--- config.mk ---
export PLATFORM = sky130hd
export DESIGN_NAME = periodic_timer_slot_table
export DESIGN_NICKNAME = d
export VERILOG_FILES = /design/src/rtl/ptst_pkg.sv /design/src/rtl/ptst_ram.sv /design/src/rtl/ptst_slot_unit.sv /design/src/rtl/periodic_timer_slot_table.sv
export SDC_FILE = /design/constraint.sdc
export NUM_CORES = 1
export LEC_CHECK = 0
export BUFFER_PORTS_ARGS = -buffer_cell sky130_fd_sc_hd__buf_2
export CAP_MARGIN = 20
export CORE_MARGIN = 2
export CORE_UTILIZATION = 40
export DETAILED_ROUTE_END_ITERATION = 10
export GPL_ROUTABILITY_DRIVEN = 0
export MAX_ROUTING_LAYER = met4
export PLACE_DENSITY_LB_ADDON = 0.3
export SYNTH_ARGS = -nofsm -noshare
export SYNTH_HDL_FRONTEND = slang
export SYNTH_SLANG_ARGS = --single-unit
--- constraint.sdc ---
create_clock -name clk -period 5.4 [get_ports clk]
set_input_delay 0.81 -clock clk [delete_from_list [all_inputs] [get_ports clk]]
set_output_delay 0.81 -clock clk [all_outputs]
set_load 0.005 [all_outputs]
--- src/rtl/ptst_pkg.sv ---
// Package for the periodic timer slot table: widths, command and result codes,
// and the result type of the shared slot unit. Depends on nothing.
package ptst_pkg;

	localparam int SLOTS_DEF  = 8;
	localparam int CNT_W      = 16;
	localparam int CMD_W      = 2;
	localparam int KIND_W     = 2;
	localparam int SLOT_W     = 6;
	localparam int ID_W       = 8;
	localparam int IN_DATA_W  = 24;
	localparam int OUT_DATA_W = 8;

	localparam logic [CNT_W-1:0] COUNT_TOP = {CNT_W{1'b1}};

	localparam logic [CMD_W-1:0] CMD_REGISTER = 2'd0;
	localparam logic [CMD_W-1:0] CMD_REMOVE   = 2'd1;
	localparam logic [CMD_W-1:0] CMD_TICK     = 2'd2;

	localparam logic [KIND_W-1:0] KIND_REGISTERED = 2'd0;
	localparam logic [KIND_W-1:0] KIND_FULL       = 2'd1;
	localparam logic [KIND_W-1:0] KIND_REMOVE     = 2'd2;
	localparam logic [KIND_W-1:0] KIND_FIRED      = 2'd3;

	typedef struct packed {
		logic [CNT_W-1:0] count;
		logic             due;
	} slot_eval_t;

endpackage

--- src/rtl/ptst_ram.sv ---
// Generic single-write, single-read RAM with registered read data.
// Depends on nothing.
module ptst_ram #(
	parameter int WIDTH = 32,
	parameter int DEPTH = 8
) (
	input  logic                     clk,
	input  logic                     we,
	input  logic [$clog2(DEPTH)-1:0] waddr,
	input  logic [WIDTH-1:0]         wdata,
	input  logic [$clog2(DEPTH)-1:0] raddr,
	output logic [WIDTH-1:0]         rdata
);

	logic [WIDTH-1:0] mem [DEPTH];

	always_ff @(posedge clk) begin
		if (we) begin
			mem[waddr] <= wdata;
		end
		rdata <= mem[raddr];
	end

endmodule

--- src/rtl/ptst_slot_unit.sv ---
// Shared slot unit: saturating count increment and compare against the period.
// Depends on ptst_pkg.
module ptst_slot_unit (
	input  logic [ptst_pkg::CNT_W-1:0] count,
	input  logic [ptst_pkg::CNT_W-1:0] period,
	output ptst_pkg::slot_eval_t       eval
);
	import ptst_pkg::*;

	logic [CNT_W-1:0] count_inc;

	// hold at the top instead of wrapping
	assign count_inc  = (count == COUNT_TOP) ? count : count + 1'b1;
	assign eval.count = count_inc;
	assign eval.due   = (count_inc >= period);

endmodule

--- src/rtl/periodic_timer_slot_table.sv ---
// Top level of the periodic timer slot table: sequencer, valid bits, output register.
// Depends on ptst_pkg, ptst_ram and ptst_slot_unit.
//
// A table of SLOTS periodic timer slots driven by request streams. A register
// request (command 0) claims the lowest free slot from 1 upward, stores its
// period, clears its count and answers with kind 0 and the slot, or kind 1 with
// slot 0 when slots 1 to SLOTS-1 are all taken. A remove request (command 1)
// frees slot_id if it is below SLOTS and always answers kind 2 with slot 0.
// A tick request (command 2) adds one to every live count, saturating at 65535,
// and answers kind 3 once for each valid slot whose count has reached its
// period, in ascending slot order, clearing that count; a tick with no due
// slot answers nothing, and command 3 is dropped silently. The final answer of
// each request carries tlast. A register or remove request occupies the block
// for its accept and command step; a tick request occupies it for its accept,
// command step, a scan of one slot per cycle unless stalled, and flush, because
// periods and counts live in one RAM with a single read port and every slot
// passes through one shared increment/compare unit. Backpressure on the result
// stream holds a register or remove request in its command step while the
// output register is full, stretches a tick when a second due slot finds the
// output register still full, and holds the final fire of a tick until the
// output register frees. The block takes the next request while an earlier
// result waits in the output register. No clearing pass is needed after reset:
// the entry of a slot is only used once a register request wrote it.
module periodic_timer_slot_table #(
	parameter int SLOTS = ptst_pkg::SLOTS_DEF
) (
	input  logic                            clk,
	input  logic                            arst_n,
	input  logic                            s_axis_tvalid,
	output logic                            s_axis_tready,
	input  logic [ptst_pkg::IN_DATA_W-1:0]  s_axis_tdata,  // period[15:0], slot_id[23:16]
	input  logic [ptst_pkg::CMD_W-1:0]      s_axis_tuser,  // command[1:0]
	output logic                            m_axis_tvalid,
	input  logic                            m_axis_tready,
	output logic [ptst_pkg::OUT_DATA_W-1:0] m_axis_tdata,  // slot[5:0], zero[7:6]
	output logic [ptst_pkg::KIND_W-1:0]     m_axis_tuser,  // kind[1:0]
	output logic                            m_axis_tlast
);
	import ptst_pkg::*;

	localparam int IW = $clog2(SLOTS);
	localparam int RW = 2 * CNT_W;
	localparam logic [ID_W:0]   SLOTS_V  = (ID_W + 1)'(SLOTS);
	localparam logic [IW-1:0]   LAST_IDX = IW'(SLOTS - 1);

	// sequencer states
	localparam logic [1:0] ST_IDLE  = 2'd0;  // wait for a request
	localparam logic [1:0] ST_CMD   = 2'd1;  // act on a register, remove or tick
	localparam logic [1:0] ST_SCAN  = 2'd2;  // one slot per cycle through the unit unless stalled
	localparam logic [1:0] ST_FLUSH = 2'd3;  // release the held fire with tlast

	logic [1:0]       state_q;
	logic [SLOTS-1:0] slot_valid_q;
	logic [IW-1:0]    idx_q;

	// latched request
	logic [CMD_W-1:0] cmd_q;
	logic [CNT_W-1:0] period_q;
	logic [ID_W-1:0]  slot_id_q;

	// a fire is held back until the next fire or the flush so the final one can carry tlast
	logic             pend_q;
	logic [IW-1:0]    pend_slot_q;

	// output register
	logic                  m_valid_q;
	logic [SLOT_W-1:0]     m_slot_q;
	logic [KIND_W-1:0]     m_kind_q;
	logic                  m_last_q;

	// RAM holds {period, count} per slot
	logic          ram_we;
	logic [IW-1:0] ram_waddr;
	logic [RW-1:0] ram_wdata;
	logic [IW-1:0] ram_raddr;
	logic [RW-1:0] ram_rdata;

	logic [CNT_W-1:0] rd_period;
	logic [CNT_W-1:0] rd_count;
	slot_eval_t       eval;

	logic          can_push;
	logic          free_ok;
	logic [IW-1:0] free_idx;
	logic          rm_ok;
	logic          fire;
	logic          stall;
	logic          adv;
	logic          last_slot;

	logic              push;
	logic [KIND_W-1:0] push_kind;
	logic [SLOT_W-1:0] push_slot;
	logic              push_last;

	ptst_ram #(
		.WIDTH(RW),
		.DEPTH(SLOTS)
	) u_ram (
		.clk  (clk),
		.we   (ram_we),
		.waddr(ram_waddr),
		.wdata(ram_wdata),
		.raddr(ram_raddr),
		.rdata(ram_rdata)
	);

	assign rd_period = ram_rdata[RW-1:CNT_W];
	assign rd_count  = ram_rdata[CNT_W-1:0];

	ptst_slot_unit u_unit (
		.count (rd_count),
		.period(rd_period),
		.eval  (eval)
	);

	assign s_axis_tready = (state_q == ST_IDLE);
	assign can_push      = !m_valid_q || m_axis_tready;

	// lowest free slot from 1 upward; slot 0 is never claimed
	always_comb begin
		free_ok  = 1'b0;
		free_idx = '0;
		for (int i = SLOTS - 1; i >= 1; i--) begin
			if (!slot_valid_q[i]) begin
				free_ok  = 1'b1;
				free_idx = IW'(i);
			end
		end
	end

	assign rm_ok = ({1'b0, slot_id_q} < SLOTS_V);

	// scan step: an invalid slot never fires and its count is never looked at
	assign last_slot = (idx_q == LAST_IDX);
	assign fire      = slot_valid_q[idx_q] && eval.due;
	assign stall     = fire && pend_q && !can_push;
	assign adv       = (state_q == ST_SCAN) && !stall;

	// read one slot ahead while advancing, hold the address on a stall
	assign ram_raddr = (adv && !last_slot) ? idx_q + 1'b1 : idx_q;

	always_comb begin
		ram_we    = 1'b0;
		ram_waddr = idx_q;
		ram_wdata = {rd_period, (fire ? {CNT_W{1'b0}} : eval.count)};
		if (state_q == ST_CMD && cmd_q == CMD_REGISTER && can_push && free_ok) begin
			ram_we    = 1'b1;
			ram_waddr = free_idx;
			ram_wdata = {period_q, {CNT_W{1'b0}}};
		end else if (adv && slot_valid_q[idx_q]) begin
			ram_we = 1'b1;
		end
	end

	// result selection
	always_comb begin
		push      = 1'b0;
		push_kind = KIND_FIRED;
		push_slot = SLOT_W'(pend_slot_q);
		push_last = 1'b0;
		case (state_q)
			ST_CMD: begin
				if (can_push && cmd_q == CMD_REGISTER) begin
					push      = 1'b1;
					push_kind = free_ok ? KIND_REGISTERED : KIND_FULL;
					push_slot = free_ok ? SLOT_W'(free_idx) : '0;
					push_last = 1'b1;
				end else if (can_push && cmd_q == CMD_REMOVE) begin
					push      = 1'b1;
					push_kind = KIND_REMOVE;
					push_slot = '0;
					push_last = 1'b1;
				end
			end
			ST_SCAN: begin
				// a new fire releases the one held before it
				push = adv && fire && pend_q;
			end
			ST_FLUSH: begin
				push      = pend_q && can_push;
				push_last = 1'b1;
			end
			default: begin
				push = 1'b0;
			end
		endcase
	end

	// sequencer and slot valid bits
	always_ff @(posedge clk or negedge arst_n) begin
		if (!arst_n) begin
			state_q      <= ST_IDLE;
			slot_valid_q <= '0;
			idx_q        <= '0;
			pend_q       <= 1'b0;
		end else begin
			case (state_q)
				ST_IDLE: begin
					if (s_axis_tvalid) begin
						state_q <= ST_CMD;
					end
				end
				ST_CMD: begin
					case (cmd_q)
						CMD_REGISTER: begin
							if (can_push) begin
								if (free_ok) begin
									slot_valid_q[free_idx] <= 1'b1;
								end
								state_q <= ST_IDLE;
							end
						end
						CMD_REMOVE: begin
							if (can_push) begin
								if (rm_ok) begin
									slot_valid_q[slot_id_q[IW-1:0]] <= 1'b0;
								end
								state_q <= ST_IDLE;
							end
						end
						CMD_TICK: begin
							state_q <= ST_SCAN;
						end
						default: begin
							// unused command: drop
							state_q <= ST_IDLE;
						end
					endcase
				end
				ST_SCAN: begin
					if (adv) begin
						if (fire) begin
							pend_q <= 1'b1;
						end
						if (last_slot) begin
							idx_q   <= '0;
							state_q <= ST_FLUSH;
						end else begin
							idx_q <= idx_q + 1'b1;
						end
					end
				end
				ST_FLUSH: begin
					if (!pend_q) begin
						state_q <= ST_IDLE;
					end else if (can_push) begin
						pend_q  <= 1'b0;
						state_q <= ST_IDLE;
					end
				end
				default: begin
					state_q <= ST_IDLE;
				end
			endcase
		end
	end

	// request and held-fire payload
	always_ff @(posedge clk) begin
		if (s_axis_tvalid && s_axis_tready) begin
			cmd_q     <= s_axis_tuser;
			period_q  <= s_axis_tdata[CNT_W-1:0];
			slot_id_q <= s_axis_tdata[CNT_W+ID_W-1:CNT_W];
		end
		if (adv && fire) begin
			pend_slot_q <= idx_q;
		end
	end

	// output register
	always_ff @(posedge clk or negedge arst_n) begin
		if (!arst_n) begin
			m_valid_q <= 1'b0;
		end else if (push) begin
			m_valid_q <= 1'b1;
		end else if (m_axis_tready) begin
			m_valid_q <= 1'b0;
		end
	end

	always_ff @(posedge clk) begin
		if (push) begin
			m_kind_q <= push_kind;
			m_slot_q <= push_slot;
			m_last_q <= push_last;
		end
	end

	assign m_axis_tvalid = m_valid_q;
	assign m_axis_tdata  = {{(OUT_DATA_W - SLOT_W){1'b0}}, m_slot_q};
	assign m_axis_tuser  = m_kind_q;
	assign m_axis_tlast  = m_last_q;

endmodule

**Word level (Yosys, flattened, before mapping)**

Memory sizes are Yosys's and may differ from the RTL's. A register that Yosys moved wholly into a read port is not among the register bits.
Index checks and enable logic that the tools add are counted.
W data, S select, Z words.

- Bits in latches: 0
- Output and inout bits: 13
- Bits in writable memories: 256
- Register bits: 53
- Logic and storage cells: 133
- Memory bits (read-only): 0
- Memories: 1

- Reduce and logical (&&, ||, !) cells: 32
- Add/subtract/negate cells: 2
- Bitwise operators: 3
- $lt $le $gt $ge: 7
- Divide/modulo/power cells: 0
- Equal/unequal tests: 15
- Shift-type cells: 0
- Muxes and demuxes: 60
- Multiply operators: 0

Memories:

| memory | words | width | read ports | clocked after Yosys merged registers in | write ports | RTL line | source |
|---|---|---|---|---|---|---|---|
| u_ram.mem | 8 | 32 | 1 | 1 | 1 | ptst_ram.sv:15 | `logic [WIDTH-1:0] mem [DEPTH];` |

Operator list:

| kind | number |
|---|---|
| $mux W3 | 14 |
| $mux W16 | 2 |
| $mux W32 | 1 |
| $mux W8 | 4 |
| $mux W1 | 24 |
| $logic_and A1 B1 Y1 | 17 |
| $add A16 B1 Y16 const B | 1 |
| $eq A16 B16 Y1 const B | 1 |
| $ge A16 B16 Y1 | 1 |
| $ne A2 B2 Y1 const B | 8 |
| $pmux W8 S2 | 1 |
| $lt A3 B4 Y1 const B | 3 |
| $mux W2 | 6 |
| $and A8 B8 Y8 | 1 |
| $lt A8 B4 Y1 const B | 1 |
| $not A8 Y8 | 1 |
| $or A8 B8 Y8 | 1 |
| $pmux W2 S4 | 1 |
| $demux W1 S3 | 2 |
| $eq A2 B2 Y1 const B | 3 |
| $ge A3 B1 Y1 const B | 2 |
| $reduce_and A3 Y1 | 2 |
| $reduce_and A6 Y1 | 1 |
| $reduce_bool A2 Y1 | 3 |
| 12 further kinds | 18 |

**Depth between registers and ports, before layout**

Gate-level depths: netlist (run 1).

- Depth after elaboration: 15
- Depth in mapped cells: 20
- Mapped depth without buffers: 17

**Hierarchy**

A second synthesis (run 1) with hierarchy kept.

- Cell total of the unflattened synthesis: 775
- Area, all modules: 13,894.6 sq um

Modules (own cells, without submodules):

| module | area each (sq um) | seq. area each (sq um) | instances | cells each |
|---|---|---|---|---|
| ptst_ram | 10,466.3 | 8,328.0 | 1 | 415 |
| periodic_timer_slot_table | 2,642.5 | 1,426.4 | 1 | 247 |
| ptst_slot_unit | 785.8 | 0.0 | 1 | 113 |

**Worst setup path after synthesis (run 1)**

Ideal clock, no wire load.

- Path type: reg2reg
- From: reg u_ram.rdata[0], read port of u_ram.mem
- To: mem u_ram.mem[6][0] (enable)
- Arrival: 5,355 ps
- Data required time: 4,939 ps
- Stages on the path, launching flop included: 18
- Path slack: -416 ps
- Path buffers: 0
- Period minus slack after synthesis: 5,816 ps
- Cells stage by stage: dfxtp_1 -> ha_1 -> nand2_1 -> nor2_1 -> nand4_1 -> nand2b_1 -> nor2_1 -> and3_1 -> xor2_1 -> ha_1 -> a21oi_1 -> nor3_1 -> nor3_1 -> a41oi_4 -> nand2_1 -> nand3b_1 -> o21a_1 -> nor3_1

- Word-level cells in the longest chain between the ends: 13
- Elaborated cells on any way between the ends: 14
- Classes of those cells: add/sub (1); order compare (1); eq/ne (1); mux (5); reduce/logical (6)

Ends and longest elaborated chain:

| item | RTL line | source |
|---|---|---|
| start, declared | ptst_ram.sv:12 | `output logic [WIDTH-1:0] rdata` |
| $add A16 B1 Y16 or $eq A16 B16 Y1 (tied branches) | ptst_slot_unit.sv:13 | `assign count_inc = (count == COUNT_TOP) ? count : count + 1'b1;` |
| $mux W16 (*) | ptst_slot_unit.sv:13 |  |
| $ge A16 B16 Y1 (*) | ptst_slot_unit.sv:15 | `assign eval.due = (count_inc >= period);` |
| $logic_and A1 B1 Y1 (*) | periodic_timer_slot_table.sv:136 | `assign fire = slot_valid_q[idx_q] && eval.due;` |
| $logic_and A1 B1 Y1 (*) (2 in series) | periodic_timer_slot_table.sv:137 | `assign stall = fire && pend_q && !can_push;` |
| $logic_not A1 Y1 (*) | periodic_timer_slot_table.sv:138 | `assign adv = (state_q == ST_SCAN) && !stall;` |
| $logic_and A1 B1 Y1 (*) | periodic_timer_slot_table.sv:138 |  |
| $logic_and A1 B1 Y1 (*) | periodic_timer_slot_table.sv:151 | `end else if (adv && slot_valid_q[idx_q]) begin` |
| $mux W1 (*) | periodic_timer_slot_table.sv:151 |  |
| $mux W1 (*) | periodic_timer_slot_table.sv:147 | `if (state_q == ST_CMD && cmd_q == CMD_REGISTER && can_push && free_ok) begin` |
| $mux W1 (*) | ptst_ram.sv:18 | `if (we) begin` |
| $mux W1 (not written as such) (*) | ptst_ram.sv:19 | `mem[waddr] <= wdata;` |
| end, declared | ptst_ram.sv:15 |  |

Mark *: on every way between the ends. The rest lies on a longest branch, timed or not.

**Worst setup path in the final report (run 1)**

- From: reg u_ram.rdata[3], read port of u_ram.mem
- To: reg u_ram.rdata[6], read port of u_ram.mem

- Word-level cells in the longest chain between the ends: 10
- Elaborated cells on any way between the ends: 11
- Classes of those cells: add/sub (1); order compare (1); eq/ne (1); mux (2); reduce/logical (6)

Ends and longest elaborated chain:

| item | RTL line | source |
|---|---|---|
| $add A16 B1 Y16 or $eq A16 B16 Y1 (tied branches) | ptst_slot_unit.sv:13 |  |
| $mux W16 (*) | ptst_slot_unit.sv:13 |  |
| $ge A16 B16 Y1 (*) | ptst_slot_unit.sv:15 |  |
| $logic_and A1 B1 Y1 (*) | periodic_timer_slot_table.sv:136 |  |
| $logic_and A1 B1 Y1 (*) (2 in series) | periodic_timer_slot_table.sv:137 |  |
| $logic_not A1 Y1 (*) | periodic_timer_slot_table.sv:138 |  |
| $logic_and A1 B1 Y1 (*) | periodic_timer_slot_table.sv:138 |  |
| $logic_and A1 B1 Y1 (*) | periodic_timer_slot_table.sv:141 | `assign ram_raddr = (adv && !last_slot) ? idx_q + 1'b1 : idx_q;` |
| $mux W3 (*) | periodic_timer_slot_table.sv:141 |  |

Marked as above.
A chain may end at the register's enable or synchronous reset.

==> summary.md, run 1 <==
For the antenna diode count, the log shows 0. The global-route total usage across every layer was 19.6%; the half-perimeter wire length after detailed placement was 20.4 mm. The wire length on met1 came out at 16.3 mm. The tree is rooted in a sky130_fd_sc_hd__clkbuf_16. The tools report the worst setup skew after layout as 0.0315 ns.

For the pin with the worst max-slew slack, the measured transition is 0.966 ns. The overall power consumption was 10.3 mW. The worst setup path is launched from a flop.

The number of antenna violations at the first check in global routing was 0. The logs give 9534 for the via count of the first global-routing pass and 2.11 mm for the detailed-routed wire length on met3. The biggest area consumer among synthesized cells was sky130_fd_sc_hd__edfxtp_1. At the worst endpoint, the arrival time is 5.40 ns. Once layout is done, the placed cells without fillers occupy 16600 µm². The mean post-synth cell area is 13.2 µm², and the die extent in y is 196 µm. The logs give 4570 µm² for the area of the multi-input gates and 66.2% for the sequential fraction of the synthesis area. The detail route stage leaves a number of antenna-violating nets equal to 0. The count of mapped cells out of synthesis came out at 1121. The clock passes through at most 3 buffers. Across the run, the number of max-cap violations was 0.

The layout net count came out at 1186. The region available for standard cell placement spans 36400 µm². Dividing total power by cell area gives a power density of 621 nW/µm². In the detailed route, the total length drawn on met2 is 16.9 mm.

Ranked by total cell area, the synthesized netlist is headed by sky130_fd_sc_hd__edfxtp_1, sky130_fd_sc_hd__nor4_1, sky130_fd_sc_hd__dfxtp_1. For this run, the slowest stage of the critical path takes 0.47 ns. The number of filler instances in the final layout is 3255, and the layout cell share with drive strength beyond 1 is 14.8%. Entering global routing, the biggest net connects 96 pins. For the final routed database, the setup TNS stands at 0 ns. Along the worst path, the maximum fanout reaches 51. Leaving out filler cells and counting taps, the final layout contains 1630. The worst path needs 5.00 ns of the cycle, external delays included. The tools report the starting DRC count in detailed routing as 795. The final layout contains routed wiring with a total length of 36.0 mm.

The worst register-to-register path has a depth of 15. After detailed placement, the design holds a cell count of 1567. In the synthesized netlist the dominant register cell turns out to be sky130_fd_sc_hd__edfxtp_1.

The final count of pins violating max slew was 0; the number of ports placed on the die boundary was 43. Average via count per standard cell: 5.97. The synthesized design contains 291 enable-type register cells.

The ratio of final minimum period to clock period was 92.5%. Core utilization of the finished layout: 45.6%. For this run the aggregate overflow at the end of global routing stands at 0. The category of the critical setup timing path was flop to flop. In this run the worst hold path is classified as primary input to async pin. The most numerous cell type found on the critical path is sky130_fd_sc_hd__nand4_1. For this design, the CTS-stage hold fixing added 0 buffers. The fraction of synthesis flops using an asynchronous set or reset pin was 4.44%. The die span in x came out at 196 µm. The critical path goes through nand4_1, nor4_1, nand3_1, mux2_2, ha_1, nand4_1, a2111o_1, or4_4, a41oi_4, a21o_2, buf_12, mux2i_4, buf_4, o22ai_1, nor4_2. The run finished with clean final reports. Summing every instance area after synthesis gives 14700 µm². After detailed routing, the average wire length per cell comes to 22.1 µm. The count of input and output buffers came out at 37. Number of hold violations in the final report: 0. In this run the number of H-tree levels came out at 2. The worst-path cell with the longest stage delay was sky130_fd_sc_hd__nor4_1. The tools report the unique cell type count in the Yosys netlist as 55.

Once placement finished, the instance area stood at 15500 µm². Relative to the synthesized area, the layout overhead comes to 12.7%. For this run, the top clock speed supported by timing is 200 MHz. The detailed router used layers up to and including met4.

The share of synthesized area in the top cell type comes to 59.3%. Post-CTS repair changed the size of 0 cells. In the routed design, unresolved DRC markers number 0. The pre-antenna-repair detailed-routing pass consisted of 5 iterations. CTS saw 338 sinks.

The standard-cell row count was 70. STA classifies the critical path endpoint as a flop. Setup repair after global routing left no endpoint under its margin. In this run the post-CTS setup repair buffer count came out at 0. The worst-case IR drop observed on VDD is 0.344 mV. In the final layout, flip-flops and latches occupy 9760 µm².

For the worst setup path, the data required time is 5.80 ns. The run gives 0.54 ns as the clock insertion delay at the later pin of the skew report. Clock tree synthesis inserted a total of 36 buffers. The final route contains 9739 vias. The first global-routing pass estimated 56.4 mm of wire. Area enclosed by the die boundary: 38400 µm². The starting density of the core was 40.5%; the number of warnings issued by yosys was 0. The total of flip-flops plus latches after synthesis was 338; the number of failing setup endpoints in the final timing report was 0.

In this run the static leakage power is 5.40 nW. TritonCTS built the clock tree. In this run the tightest slew margin relative to its limit is 35.2%.

Clock-pin slew was measured on the worst setup and hold paths at 0.06 ns.
==> cell families (layout without fill, tap and decap cells) <==
family	after synthesis	after routing	share of synthesized area [%]
other cells	1	5	0.0254
fa+ha+maj	19	19	1.61
compound gates	145	145	6.61
simple gates	447	447	18.0
flops	338	338	66.2
xor+xnor	11	11	0.653
buf+inv	116	153	3.70
mux	44	44	3.20
==> Yosys cell counts, types with 3 or more instances <==
cell / number
sky130_fd_sc_hd__xor2_1: 4
sky130_fd_sc_hd__buf_2: 13
sky130_fd_sc_hd__o21a_1: 4
sky130_fd_sc_hd__and2_1: 6
sky130_fd_sc_hd__buf_4: 11
sky130_fd_sc_hd__inv_1: 23
sky130_fd_sc_hd__a21oi_1: 15
sky130_fd_sc_hd__nand3_1: 11
sky130_fd_sc_hd__nor4_2: 31
sky130_fd_sc_hd__ha_1: 19
sky130_fd_sc_hd__nor3b_1: 7
sky130_fd_sc_hd__buf_6: 7
sky130_fd_sc_hd__nor2b_1: 13
sky130_fd_sc_hd__or3_1: 3
sky130_fd_sc_hd__nand2_1: 58
sky130_fd_sc_hd__dfrtp_1: 15
sky130_fd_sc_hd__xnor2_1: 7
sky130_fd_sc_hd__nor4_1: 127
sky130_fd_sc_hd__nand4_1: 6
sky130_fd_sc_hd__nor2_1: 55
sky130_fd_sc_hd__o221ai_1: 32
sky130_fd_sc_hd__o31ai_1: 3
sky130_fd_sc_hd__and3_1: 4
sky130_fd_sc_hd__clkbuf_1: 60
sky130_fd_sc_hd__edfxtp_1: 291
sky130_fd_sc_hd__nand2b_1: 9
sky130_fd_sc_hd__o22ai_1: 35
sky130_fd_sc_hd__nor3_1: 78
sky130_fd_sc_hd__mux2_2: 5
sky130_fd_sc_hd__o21ai_0: 39
sky130_fd_sc_hd__mux2i_1: 37
sky130_fd_sc_hd__dfxtp_1: 32
sky130_fd_sc_hd__or4_1: 33
==> layout make-up <==
| cell class | instances | area share (%) |
|---|---|---|
| Clock inverter | 12 | 0.738 |
| Clock buffer | 51 | 5.76 |
| Sequential cell | 338 | 58.7 |
| Multi-Input combinational cell | 671 | 27.5 |
| Timing Repair Buffer | 66 | 3.18 |
| Tap cell | 468 | 3.52 |
| Inverter | 24 | 0.550 |
==> where the power goes <==
part	leakage, nW	internal [mW]	switching (mW)
sequential	3.08	3.74	0.288
combinational	1.80	1.24	2.74
clock	0.521	1.33	0.981
==> state kept, by name, summed over array words and instances (netlist names) <==
name           count
u_ram.mem        256
u_ram.rdata       32
period_q          16
slot_id_q          8
slot_valid_q       8
idx_q              3
m_slot_q           3
pend_slot_q        3
cmd_q              2
m_axis_tuser       2
state_q            2
m_axis_tlast       1
m_axis_tvalid      1
pend_q             1
==> critical path, delay by kind of cell, from the launching register on <==
| family | cells | cell delay, ns |
|---|---|---|
| adders and majority gates | 1 | 0.29 |
| muxes | 2 | 0.58 |
| buffers and inverters | 2 | 0.75 |
| DFF | 1 | 0.40 |
| and+or+nand+nor | 6 | 1.78 |
| AOI/OAI and AO/OA | 4 | 1.04 |
==> stage by stage <==
step / setup slack [ns] / hold WS, ns
finish: 0.404 / 0.190
global route: 0.118 / 0.206
CTS: 0.428 / 0.189
detailed placement: 0.538 / 0.505
global placement: 0.553 / 0.508
floorplan: -0.416 / 0.445
==> per-layer routing <==
layer  vias to the layer above  GRT usage [%]
li1                       4472              -
met1                      4904           26.5
met2                       306           30.9
met3                        57           3.04
met4                         0           5.47
met5                         -              -
==> cell usage in the layout, fill, tap and decap left out, drive strengths merged, types with 3 or more instances in the layout <==
cell type  Yosys  routed
a21oi         16      16
and2           6       6
and3           4       4
buf           32      66
clkbuf        60      51
clkinv         0      10
conb           1       5
dfrtp         15      15
dfxtp         32      32
edfxtp       291     291
ha            19      19
inv           24      24
mux2           5       5
mux2i         37      37
nand2         58      58
nand2b         9       9
nand3         11      11
nand4          6       6
nor2          55      55
nor2b         13      13
nor3          78      78
nor3b          7       7
nor4         158     158
o21a           4       4
o21ai         40      40
o221ai        32      32
o22ai         35      35
o31ai          3       3
or3            3       3
or4           34      34
xnor2          7       7
xor2           4       4
==> final timing paths <==
path	from	endpoint	slack, ns
worst max-delay path	u_ram.rdata[3]	u_ram.rdata[6]	0.40
worst min-delay path	arst_n	idx_q[0]	0.19
max in group asynchronous	arst_n	idx_q[0]	4.90
worst min register to register	pend_slot_q[1]	m_slot_q[1]	0.52
min in group clk	s_axis_tdata[17]	slot_id_q[1]	0.45
worst max register to register	u_ram.rdata[3]	u_ram.rdata[6]	0.40
Power figures use the tool's default switching activity.
==> inputs of run 2 (changes only) <==
--- a/config.mk
+++ b/config.mk
@@ -8,11 +8,12 @@
 export BUFFER_PORTS_ARGS = -buffer_cell sky130_fd_sc_hd__buf_2
 export CAP_MARGIN = 20
 export CORE_MARGIN = 2
-export CORE_UTILIZATION = 40
+export CORE_UTILIZATION = 45
 export DETAILED_ROUTE_END_ITERATION = 10
 export GPL_ROUTABILITY_DRIVEN = 0
 export MAX_ROUTING_LAYER = met4
 export PLACE_DENSITY_LB_ADDON = 0.3
+export RECOVER_POWER = 50
 export SYNTH_ARGS = -nofsm -noshare
 export SYNTH_HDL_FRONTEND = slang
 export SYNTH_SLANG_ARGS = --single-unit
==> run 2 against run 1 <==
Effect of this change:
- wire length increased by 2.0%
- final area increased by 0.12%
- critical path type unchanged
- critical path depth unchanged
- flip-flop and latch count unchanged
- clock power about the same
- worst hold slack improved by 0.23 ns
- fmax decreased by 1.5%
- the flow now finishes with violations (capacitance limit, slew limit)
- die area decreased by 11%
- global-route usage increased by 2.9 points
==> summary.md, run 2 (synthesized netlist as in run 1, its figures left out) <==
The TritonCTS sink count came out at 338. STA puts the critical path data required time at 5.79 ns. The cell depth of the worst flop-to-flop path came out at 15.

The die is 185 µm wide. For this design, the slowest cell found on the critical path is sky130_fd_sc_hd__nor4_1. Traced cell by cell, the critical path runs through nand4_1, nor4_1, nand3_1, mux2_1, ha_1, nand4_1, a2111o_1, or4_4, a41oi_4, a21o_2, buf_4, mux2i_4, buf_4, o22ai_1, nor4_2. The root buffer cell is sky130_fd_sc_hd__clkbuf_16. TritonCTS built the clock tree.

In this run the count of I/O pins placed on the die edge is 43. The worst pin sits at a relative slew slack of -28.1%. The tools report the worst setup skew after layout as 0.0216 ns. The starting DRC count in detailed routing was 962. In this run the static leakage power is 5.45 nW.

The worst setup path is of the flop to flop kind. The area enclosed by the die boundary was 34200 µm². The clock insertion delay at the later pin of the skew report came out at 0.53 ns. The power density of the placed cells was 632 nW/µm².

The achievable clock frequency was 197 MHz. Wire segments on met3 add up to 2.40 mm in the final route. After detailed routing, the number of vias per cell comes to 6.13. The library cell used most frequently in the layout, excluding fill and tap cells, is sky130_fd_sc_hd__edfxtp_1. The flow ran to the end, but the final reports show violations. The number of antenna violations at the first check in global routing is 0. The repair_antennas step left the layout with diodes totalling 0. The logs give 56.7 mm for the first-pass GRT wire length and 36 for the number of buffers created by CTS. The overall via count from detail_route is 9939, and the clock network power share is 22.1%.

After clock tree synthesis, the clock-pin slew on the worst setup and hold paths is 0.06 ns. The largest registers in the layout are u_ram.mem: 256 flops, u_ram.rdata: 32 flops, period_q: 16 flops. The final reports fail on capacitance limit, slew limit. In this run the critical register-to-register path is launched from u_ram.rdata[3]. Summed over all nets, the switching power comes to 4.10 mW. Cell class contributing the biggest share of worst-path delay: simple AND/OR/NAND/NOR gates. For this run the aggregate overflow at the end of global routing stands at 0.

The cell total after placement is 1555. Critical path capture point type: a flop. Once the floorplan was initialized, standard cells occupied 45.5% of the core. The longest clock path from root to sink contains 3 buffers. After clock tree synthesis, the repair step resized 0 gates. Net switching is 39.0% of the power. For the pin with the worst max-slew slack, the measured transition is 1.92 ns. Final setup slack of the worst path: 0.329 ns.

For the number of H-tree branching levels, the log shows 2. The library cells used most frequently in the layout, excluding fill and tap cells, are sky130_fd_sc_hd__edfxtp_1, sky130_fd_sc_hd__nor4_1, sky130_fd_sc_hd__nor3_1, sky130_fd_sc_hd__nand2_1, sky130_fd_sc_hd__nor2_1. In this run the critical register-to-register path is captured at u_ram.rdata[6]. The largest voltage drop on the vdd net is 0.419 mV. The floorplan has 66 rows. The count of maximum capacitance violations is 3.

The core footprint was 32400 µm². Entering global routing, the biggest net connects 68 pins. Global-route total usage across every layer: 22.5%. The run gives 1622 as the post-route non-filler standard cell count. The tools report the final count of pins violating max slew as 110. Setup repair after global routing left no endpoint under its margin. Port buffering added 37 buffers.

The number of flip-flops under the largest register name works out to 256. For the setup slack on the worst flop-to-flop path, the log shows 0.33 ns. Overall power consumption: 10.5 mW. The area growth from synthesis to layout is 12.8%.

The tools report the post-route cell area as 16600 µm². Of the cells placed in the final design, the portion with a size suffix greater than 1 is 15.2%. The tools report the total cell area at the placement stage as 15500 µm².

The clock period minus final worst setup slack was 5.07 ns; the number of hold violations in the final report was 0. The worst slack on hold paths is 0.422 ns, and the final routed wire length divided by cell count is 22.6 µm. On the worst path, the slowest cell contributes a delay of 0.54 ns. The tools report the sequential share of power as 38.4%. The sort of element at the start of the critical path was a flop. The total buffers and inverters traversed by the critical path was 2. The maximum fanout along the worst path works out to 15.

For the share of power burned in combinational logic, the log shows 39.5%. The data arrival time of the critical path was 5.46 ns; the half-perimeter wire length after detailed placement was 21.6 mm. The via count of the first global-routing pass came out at 9805. The buffers inserted during post-CTS setup optimization was 0; the ratio of final minimum period to clock period was 93.9%.

The floorplan step set the die height to 185 µm. The tools report the number of DRC violations after detailed routing as 0. For this design, the CTS-stage hold fixing added 0 buffers.

The logs give 36.7 mm for the total wire length and 0 for the count of nets left with antenna violations after detail routing. The layout has 2766 filler cells. The worst min-delay path category is primary input to async pin.

Register containing the most flip-flops in the final layout: u_ram.mem. At the placement stage, the worst setup path has a slack of 0.526 ns. In the detailed route, the total length drawn on met2 is 17.0 mm.

The logs give 5 for the length of the first detailed-routing pass in iterations and 0 for the number of failing setup endpoints in the final timing report. The internal power of the cells totals 6.41 mW. In the final routing, the length of wire on met1 measures 16.4 mm. The detailed router used layers up to and including met4. The net count of the finished layout is 1201.
==> run 2: area by class of cell <==
| type | count | area, µm² | area share, % |
|---|---|---|---|
| inverters | 24 | 90.1 | 0.541 |
| flip-flops and latches | 338 | 9750 | 58.6 |
| well taps | 442 | 553 | 3.32 |
| repair buffers | 81 | 559 | 3.36 |
| clock inverters | 12 | 86.3 | 0.519 |
| multi-input cells | 671 | 4570 | 27.5 |
| clock buffers | 54 | 1020 | 6.13 |
==> run 2: how the worst max path moves through the flow <==
stage,slack (ns),endpoint,cells past startpoint,startpoint
detailed placement,0.53,u_ram.rdata[6],15,u_ram.rdata[3]
CTS,0.47,u_ram.rdata[6],15,u_ram.rdata[3]
global placement,0.64,u_ram.rdata[6],15,u_ram.rdata[3]
finish,0.33,u_ram.rdata[6],15,u_ram.rdata[3]
global route,0.1,u_ram.rdata[6],15,u_ram.rdata[3]
floorplan,-0.42,u_ram.mem[6][0],17,u_ram.rdata[0]
==> run 2: metal layers <==
metal | GRT usage [%] | vias up
met3 | 3.13 | 65
met1 | 30.7 | 4958
met4 | 7.62 | 0
met5 | - | -
li1 | - | 4517
met2 | 34.8 | 399
==> run 2: power by group through the flow <==
stage | logic, mW | clock network (mW) | registers, mW
after global routing | 4.50 | 2.45 | 4.08
after global placement | 4.02 | 0 | 4.06
after floorplan | 2.81 | 0 | 3.93
final | 4.15 | 2.32 | 4.04
after detailed placement | 4.10 | 0 | 4.07
after CTS | 4.13 | 2.34 | 4.02
==> run 2: stage by stage <==
| step | setup TNS, ns | utilization (%) |
|---|---|---|
| after floorplan | -105.89 | - |
| after global placement | 0 | 48.0 |
| after detailed placement | 0 | 48.0 |
| after CTS | 0 | 51.4 |
| after global routing | 0 | 51.4 |
| final | 0 | 51.4 |
==> run 2: worst reg2reg max path, cell delays in order (launching register included) <==
cell and delay, ns:
sky130_fd_sc_hd__dfxtp_1 0.40, sky130_fd_sc_hd__nand4_1 0.24, sky130_fd_sc_hd__nor4_1 0.54, sky130_fd_sc_hd__nand3_1 0.14, sky130_fd_sc_hd__mux2_1 0.37, sky130_fd_sc_hd__ha_1 0.31
sky130_fd_sc_hd__nand4_1 0.16, sky130_fd_sc_hd__a2111o_1 0.38, sky130_fd_sc_hd__or4_4 0.44, sky130_fd_sc_hd__a41oi_4 0.24, sky130_fd_sc_hd__a21o_2 0.31, sky130_fd_sc_hd__buf_4 0.31
sky130_fd_sc_hd__mux2i_4 0.27, sky130_fd_sc_hd__buf_4 0.29, sky130_fd_sc_hd__o22ai_1 0.16, sky130_fd_sc_hd__nor4_2 0.40
==> inputs of run 3 (changes only) <==
==> constraint.sdc (replaced) <==
create_clock -name clk -period 5.4 [get_ports clk]
set_input_delay 0 -clock clk [delete_from_list [all_inputs] [get_ports clk]]
set_output_delay 0 -clock clk [all_outputs]
set_load 0.005 [all_outputs]
==> run 3 against run 2 <==
Effect of this change:
- the run still ends with capacitance limit, slew limit left
- sequential power is essentially flat
- clock power is essentially flat
- utilization grew 0.93 points
- fmax grew 0.48%
- via count grew 1.2%
- critical path depth is the same
- register-to-register slack gained 0.02 ns
- first-iteration DRC count grew 6.0%
==> summary.md, run 3 (synthesized netlist as in run 1, its figures left out) <==
The flow ran to the end, but the final reports show violations. The checks that failed: capacitance limit, slew limit. After detailed routing, the average wire length per cell comes to 22.4 µm. The largest registers in the layout are u_ram.mem: 256 flops, u_ram.rdata: 32 flops, period_q: 16 flops. The final count of pins violating max slew came out at 110. Global routing used 22.6% of the available tracks. Sort of element at the start of the critical path: a flop.

The global-route congestion overflow total is 0. The run gives 9922 as the via count of the first global-routing pass. In this run the critical register-to-register path is captured at u_ram.rdata[6]. In the post-route analysis, the smallest setup slack over all paths is 0.353 ns.

Setup slack on the worst reg-to-reg path comes out at 0.35 ns. The power density of the placed cells is 621 nW/µm², and the number of buffers on the longest clock path is 3. After detailed placement, the design holds a cell count of 1555. The first TritonRoute pass finished after 5 iterations.

The number of hold violations in the final report was 0. The layout cell share with drive strength beyond 1 was 14.8%. At the later pin of the worst-skew pair, clock insertion delay measures 0.53 ns. The final critical path takes up 93.5% of the cycle. The initial utilization of the core area, before any placement, comes to 45.5%. The top cell types in the final layout, fill and taps aside, are sky130_fd_sc_hd__edfxtp_1, sky130_fd_sc_hd__nor4_1, sky130_fd_sc_hd__nor3_1, sky130_fd_sc_hd__nand2_1, sky130_fd_sc_hd__nor2_1. The analysis attributes to cell leakage a power of 5.57 nW. Prior to clock tree synthesis, the placed netlist has a worst setup slack of 0.526 ns. For the finished layout, the period the worst path requires is 5.05 ns.

The logs give 34200 µm² for the area enclosed by the die boundary and 2 for the number of H-tree branching levels. Count of cells resized by post-cts repair: 0. The root buffer cell was sky130_fd_sc_hd__clkbuf_16. The critical path is of the flop to flop type. The tools report the half-perimeter wire length after detailed placement as 21.6 mm. After detailed routing, the number of remaining DRC violations is 0. TritonCTS built the clock tree. The count of input and output buffers is 37, and the number of buffers created by CTS is 36.

Summed over all layers, the routed wires come to 37.0 mm. Excluding fillers, the count of instances in the completed layout stands at 1652. The die extent in y is 185 µm. The required time at the worst-slack endpoint was 5.79 ns. Based on the critical path, the design can be clocked at up to 198 MHz. Setup total negative slack on the finished layout was measured at 0 ns.

Tracing the worst setup path back leads to its startpoint at u_ram.rdata[3]. The tools report the largest voltage drop on the vdd net as 0.418 mV. Setup repair after global routing left no endpoint under its margin.

The register with the most flip-flops in the layout has 256 of them. In this run the remaining antenna-violating nets after routing total 0. Pin placement for this block handled 43 I/O pins. From synthesis to final layout, the design area changed by 14.9%. The critical path capture point type is a flop. In this run the horizontal extent of the chip is 185 µm.

The maximum fanout along the worst path is 15. After clock tree synthesis, the clock-pin slew on the worst setup and hold paths is 0.06 ns. The worst pin sits at a relative slew slack of -26.0%. The data arrival time of the critical path came out at 5.44 ns.

For the buffers inserted during post-CTS setup optimization, the log shows 0. The most common cell after layout, fill and taps aside was sky130_fd_sc_hd__edfxtp_1. The starting DRC count in detailed routing is 1020.

The count of maximum capacitance violations came out at 3. u_ram.mem holds more flip-flops than any other register. The first global-routing pass estimated 57.0 mm of wire. For the antenna diode count, the log shows 0. The number of antenna violations at the first check in global routing is 0, and the standard-cell row count is 66. For the number of failing setup endpoints in the final timing report, the log shows 0. The overall via count from detail_route is 10100. After clock tree synthesis, the flow added hold-fix buffers numbering 30.

Dividing the detail-routed via count by the number of cells gives 6.09. The critical path ends at u_ram.rdata[6]. For the overall power consumption, the log shows 10.5 mW. The worst min-delay path category was primary input to flop. CTS saw 338 sinks.

In this run the critical register-to-register path is launched from u_ram.rdata[3]. The layout net count was 1231. The worst register-to-register path has a depth of 15.

Between clock sinks in the finished design, the worst skew comes to 0.0202 ns. The maximum number of pins on one net before global-route repair is 68, and the slew at the pin with the worst max-slew slack is 1.89 ns. The region available for standard cell placement spans 32400 µm².
run 3: cell count changes in the layout (fill, tap and decap cells not counted), sizes merged:
| cell | before | now |
|---|---|---|
| dlygate4sd3 | 0 | 30 |
run 3: worst min-delay path by stage:
stage / cells after the start / slack, ns / from / endpoint
6_report: 2 / 0.18 / s_axis_tdata[9] / period_q[9]
5_1_grt: 2 / 0.19 / s_axis_tdata[7] / period_q[7]
4_1_cts: 2 / 0.17 / s_axis_tdata[14] / period_q[14]
3_5_place_dp: 1 / -0.06 / arst_n / slot_valid_q[0]
3_3_place_gp: 1 / -0.06 / arst_n / slot_valid_q[0]
2_1_floorplan: 0 / -0.30 / arst_n / idx_q[0]
run 3: area by class of cell:
class                   instances  area [µm²]
fillers                      2740       15400
flip-flops and latches        338        9750
multi-input cells             671        4570
clock buffers                  54        1020
repair buffers                111         860
well taps                     442         553
inverters                      24        90.1
clock inverters                12        86.3
run 3: power breakdown:
| group | switching (mW) | internal (mW) | total [mW] |
|---|---|---|---|
| logic | 2.84 | 1.33 | 4.17 |
| clock network | 0.968 | 1.36 | 2.32 |
| registers | 0.292 | 3.74 | 4.04 |
run 3: critical path: stages (launching register included):
cell and delay (ns):
sky130_fd_sc_hd__dfxtp_1 0.40, sky130_fd_sc_hd__nand4_1 0.23, sky130_fd_sc_hd__nor4_1 0.53, sky130_fd_sc_hd__nand3_1 0.14
sky130_fd_sc_hd__mux2_1 0.37, sky130_fd_sc_hd__ha_1 0.31, sky130_fd_sc_hd__nand4_1 0.16, sky130_fd_sc_hd__a2111o_1 0.39
sky130_fd_sc_hd__or4_4 0.44, sky130_fd_sc_hd__a41oi_4 0.23, sky130_fd_sc_hd__a21o_2 0.31, sky130_fd_sc_hd__buf_4 0.31
sky130_fd_sc_hd__mux2i_4 0.27, sky130_fd_sc_hd__buf_4 0.29, sky130_fd_sc_hd__o22ai_1 0.16, sky130_fd_sc_hd__nor4_2 0.38
run 3: metrics by stage:
step	util (%)	hold slack (ns)	cell area (µm²)
3_3_place_gp	48.0	-0.0617	15500
5_1_grt	52.3	0.187	16900
6_report	52.3	0.182	16900
4_1_cts	52.3	0.170	16900
2_1_floorplan	-	-0.296	14800
3_5_place_dp	48.0	-0.0573	15500
run 3: layer usage:
layer | up-vias | track usage [%] | share of wire, %
met5 | - | - | 0
met4 | 0 | 7.87 | 2.8
met3 | 78 | 3.13 | 7.0
met2 | 411 | 34.8 | 46
met1 | 4998 | 31.0 | 44
li1 | 4575 | - | -
